`src/rtl/elp_ram.sv`:
```
module elp_ram #(
	parameter int WIDTH = 8,
	parameter int DEPTH = 16
) (
	input  logic                     clk,
	input  logic                     we,
	input  logic [$clog2(DEPTH)-1:0] waddr,
	input  logic [WIDTH-1:0]         wdata,
	input  logic [$clog2(DEPTH)-1:0] raddr,
	output logic [WIDTH-1:0]         rdata
);

	logic [WIDTH-1:0] mem [DEPTH];

	always_ff @(posedge clk) begin
		if (we) begin
			mem[waddr] <= wdata;
		end
		rdata <= mem[raddr];
	end

endmodule

```
`config.mk`:
```
export PLATFORM = sky130hd
export DESIGN_NAME = elp_ram
export DESIGN_NICKNAME = d
export VERILOG_FILES = /design/src/rtl/elp_ram.sv
export SDC_FILE = /design/constraint.sdc
export NUM_CORES = 1
export LEC_CHECK = 0
export BUFFER_PORTS_ARGS = -buffer_cell sky130_fd_sc_hd__buf_2
export CAP_MARGIN = 20
export CORE_MARGIN = 2
export CORE_UTILIZATION = 52
export CTS_CLUSTER_DIAMETER = 30
export DETAILED_ROUTE_END_ITERATION = 16
export PLACE_DENSITY = 0.79
export SYNTH_ARGS = -nofsm -noshare
export SYNTH_HDL_FRONTEND = slang
export SYNTH_SLANG_ARGS = --single-unit
```
`constraint.sdc`:
```
create_clock -name clk -period 2.1 [get_ports clk]
set_clock_uncertainty 0.1 [all_clocks]
set_input_delay 0.525 -clock clk [delete_from_list [all_inputs] [get_ports clk]]
set_output_delay 0.525 -clock clk [all_outputs]
set_load 0.1 [all_outputs]
```
==> results.cfg <==
[clocking]
cts.reportedPaths.clkPinSlew_ns = 0.06
numCtsBuffers = 17
clkLatencyLatePin_ns = 0.51
clock_sinks = 136
holdBufCountCts = 0
cts-resized-gates = 0
h-tree-depth = 4
cts_tree = done
root_buffer = clkbuf_8
post_cts_buffers = 0
clock_path_buffers = 2

[worst_setup_path]
crit_buf_inv = 1
critical_path.top_delay_family = buffers and inverters
cp-start-kind = register
cpPeakStageDelay_ns = 0.44
r2r-start = mem[1][5]
r2r_end = rdata[5]
slowest_stage = buf_2
required_ns = 1.47
path_depth = 1
cp_data_arrival_time_ns = 1.30
worstPathCellList = buf_2
cp_max_fo = 1
r2r_cells = 3
crit_type = reg -> out
end_kind = output port
r2r_slack_ns = 0.65
worstSetupStartpoint = rdata[1]
endpoint = rdata[1]

[hold_path]
hold_path_class = in -> reg

[route]
vias = 2475
drt_iter0_drc = 239
drt-total-wl_um = 9706
postRouteAntennaNets = 0
vias_per_cell = 5.742
wire_per_inst_um = 22.52
drc = 0
dr.pass1.iters = 4

[pwr]
switching_share_pct = 22.92
seq_power_share_pct = 49.8
vdd_ir_drop_max_mv = 0.4623
p_leak_nw = 2.072
clkPwrFrac_pct = 43.4
p_int_mw = 4.728
combPwrFrac_pct = 6.8
cellPowerDensity_nw_per_um2 = 1005
switching_power_mw = 1.406

[outcome]
status = finished, final reports clean

[synth]
synth_fa_ha_area_share_pct = 0
avgSynthCellArea_um2 = 22.48
synthMuxAreaShare_pct = 15.02
synth_edf_count = 128
yosysUniqueCellTypes = 19
synth_warnings = 0
synth_top_family_by_area = multiplexers
syn-num-nets = 247
yosysSeqAreaShare_pct = 77.78
async_reset_ff_share_pct = 0
postSynthCellCount = 229
yosysTopAreaCellShare_pct = 74.67
synth_compound_area_share_pct = 2.333
synth_area_leaders = edfxtp_1 (75%), mux4_2 (7.9%), mux4_1 (7.1%)
synthSimpleGateAreaFrac_pct = 3.184
netlist_area_um2 = 5147
yosysTopAreaCell = edfxtp_1
synth_xor_area_share_pct = 0
postSynthRegisterBits = 136
ys.flop_type = edfxtp_1

[floorplanning]
die_h_um = 103.5
die_x_um = 103.5
start_util_pct = 53.15
dieArea_um2 = 10710
ioPinCount = 26
rows = 36
core_um2 = 9684

[global_routing]
grt_max_degree = 33
grt_pass1_wl_um = 14700
grt_use_total_pct = 19.96
antenna_found_initial = 0
grt_pass1_vias = 2557
gr-total-overflow = 0

[sta]
rsz0062_at_grt = false
finalCriticalPeriod_ns = 1.929
tns_ns = 0
whs_ns = 0.2981
maxSlewHeadroom_pct = 67.69
setup_viol_count_final = 0
maxSlewViolCount = 0
hold_viol = 0
period_share_pct = 91.87
fmax_mhz = 518.4
worst_slew_pin_slew_ns = 0.4880

[place]
placed_area_um2 = 5560
dpl.hpwl_um = 6142
dp_cells = 399
portBuffers = 25
routabilityCongestion = 0.7269

[layout]
final_layout_size_suffix_gt1_share_pct = 32.55
stdcell_count = 431
finish.utilization_pct = 63.05
area_growth_syn_to_layout_pct = 18.62
n_fill_cell = 610
design_area_um2 = 6106
diodes = 0
fin_nets = 303

[run]
maxCapViolCount = 0
## per-stage QoR
step                      total power [mW]  setup slack, ns
after floorplan                      3.391           0.2089
after global placement               3.514          0.06332
after detailed placement             3.528          0.05781
after CTS                            6.166           0.1566
after global routing                 6.320           0.1166
final                                6.134           0.1708
## layout make-up
type                       count  area, um^2  area share (%)
sequential                   136        4004           65.57
multi-input combinational     83        1062           17.40
clock buffer                  17       414.1           6.783
timing repair buffer          47       327.8           5.369
tap                          133       166.4           2.725
clock inverter                15       131.4           2.152
## registers in the layout, indices dropped and copies added, names as in the netlist
signal / count
rdata: 8
mem: 128
## worst min-delay path by stage
stage / startpoint / end / slack, ns / depth (start not counted)
floorplan: wdata[0] / mem[0][0] / 0.52 / 0
global placement: mem[4][3] / rdata[3] / 0.55 / 3
detailed placement: mem[4][1] / rdata[1] / 0.56 / 3
CTS: wdata[1] / mem[11][1] / 0.28 / 1
global route: wdata[5] / mem[8][5] / 0.28 / 1
finish: wdata[1] / mem[2][1] / 0.30 / 1
## synthesized netlist by cell type (2+ instances only)
| master | instances |
|---|---|
| mux4_2 | 18 |
| dfxtp_1 | 8 |
| mux4_1 | 14 |
| nand2b_1 | 2 |
| edfxtp_1 | 128 |
| a22oi_1 | 16 |
| buf_2 | 3 |
| nand2_1 | 9 |
| clkdlybuf4s25_2 | 3 |
| nand3b_1 | 2 |
| nor2_1 | 13 |
| buf_6 | 3 |
| nor3_1 | 4 |
## cells by family (layout without fill, tap and decap cells)
logic type      count (synthesis)  count (layout)
buf+inv                        10              79
compound gates                 16              16
simple gates                   35              35
mux                            32              32
flops                         136             136
## layout by cell type (no fill, tap or decap), types with 2 or more instances in the layout
cell	synthesis	layout
nand3b_1	2	2
edfxtp_1	128	128
dfxtp_1	8	8
nand2b_1	2	2
clkbuf_16	0	16
nand2_1	9	9
nor3_1	4	3
buf_12	0	3
clkinvlp_4	0	6
mux4_1	14	14
clkinv_4	0	4
nor2_1	13	13
buf_2	3	25
a22oi_1	16	16
clkinv_1	0	2
buf_4	1	19
mux4_2	18	18
## metal layers
metal	global-route usage (%)	part of all wire (%)	wire length [um]
met2	31.17	50	4868
met4	5.972	1.3	125
met5	0	0	0
met1	28.02	43	4140
met3	5.444	5.9	571
## power by group through the flow
stage          clock network, mW  logic, mW  registers [mW]
6_report                    2.66      0.415            3.05
5_1_grt                     2.82      0.441            3.06
4_1_cts                     2.69      0.420            3.06
3_5_place_dp                   0      0.417            3.11
3_3_place_gp                   0      0.407            3.11
2_1_floorplan                  0      0.154            3.24
(Power assumes the default switching activity.)
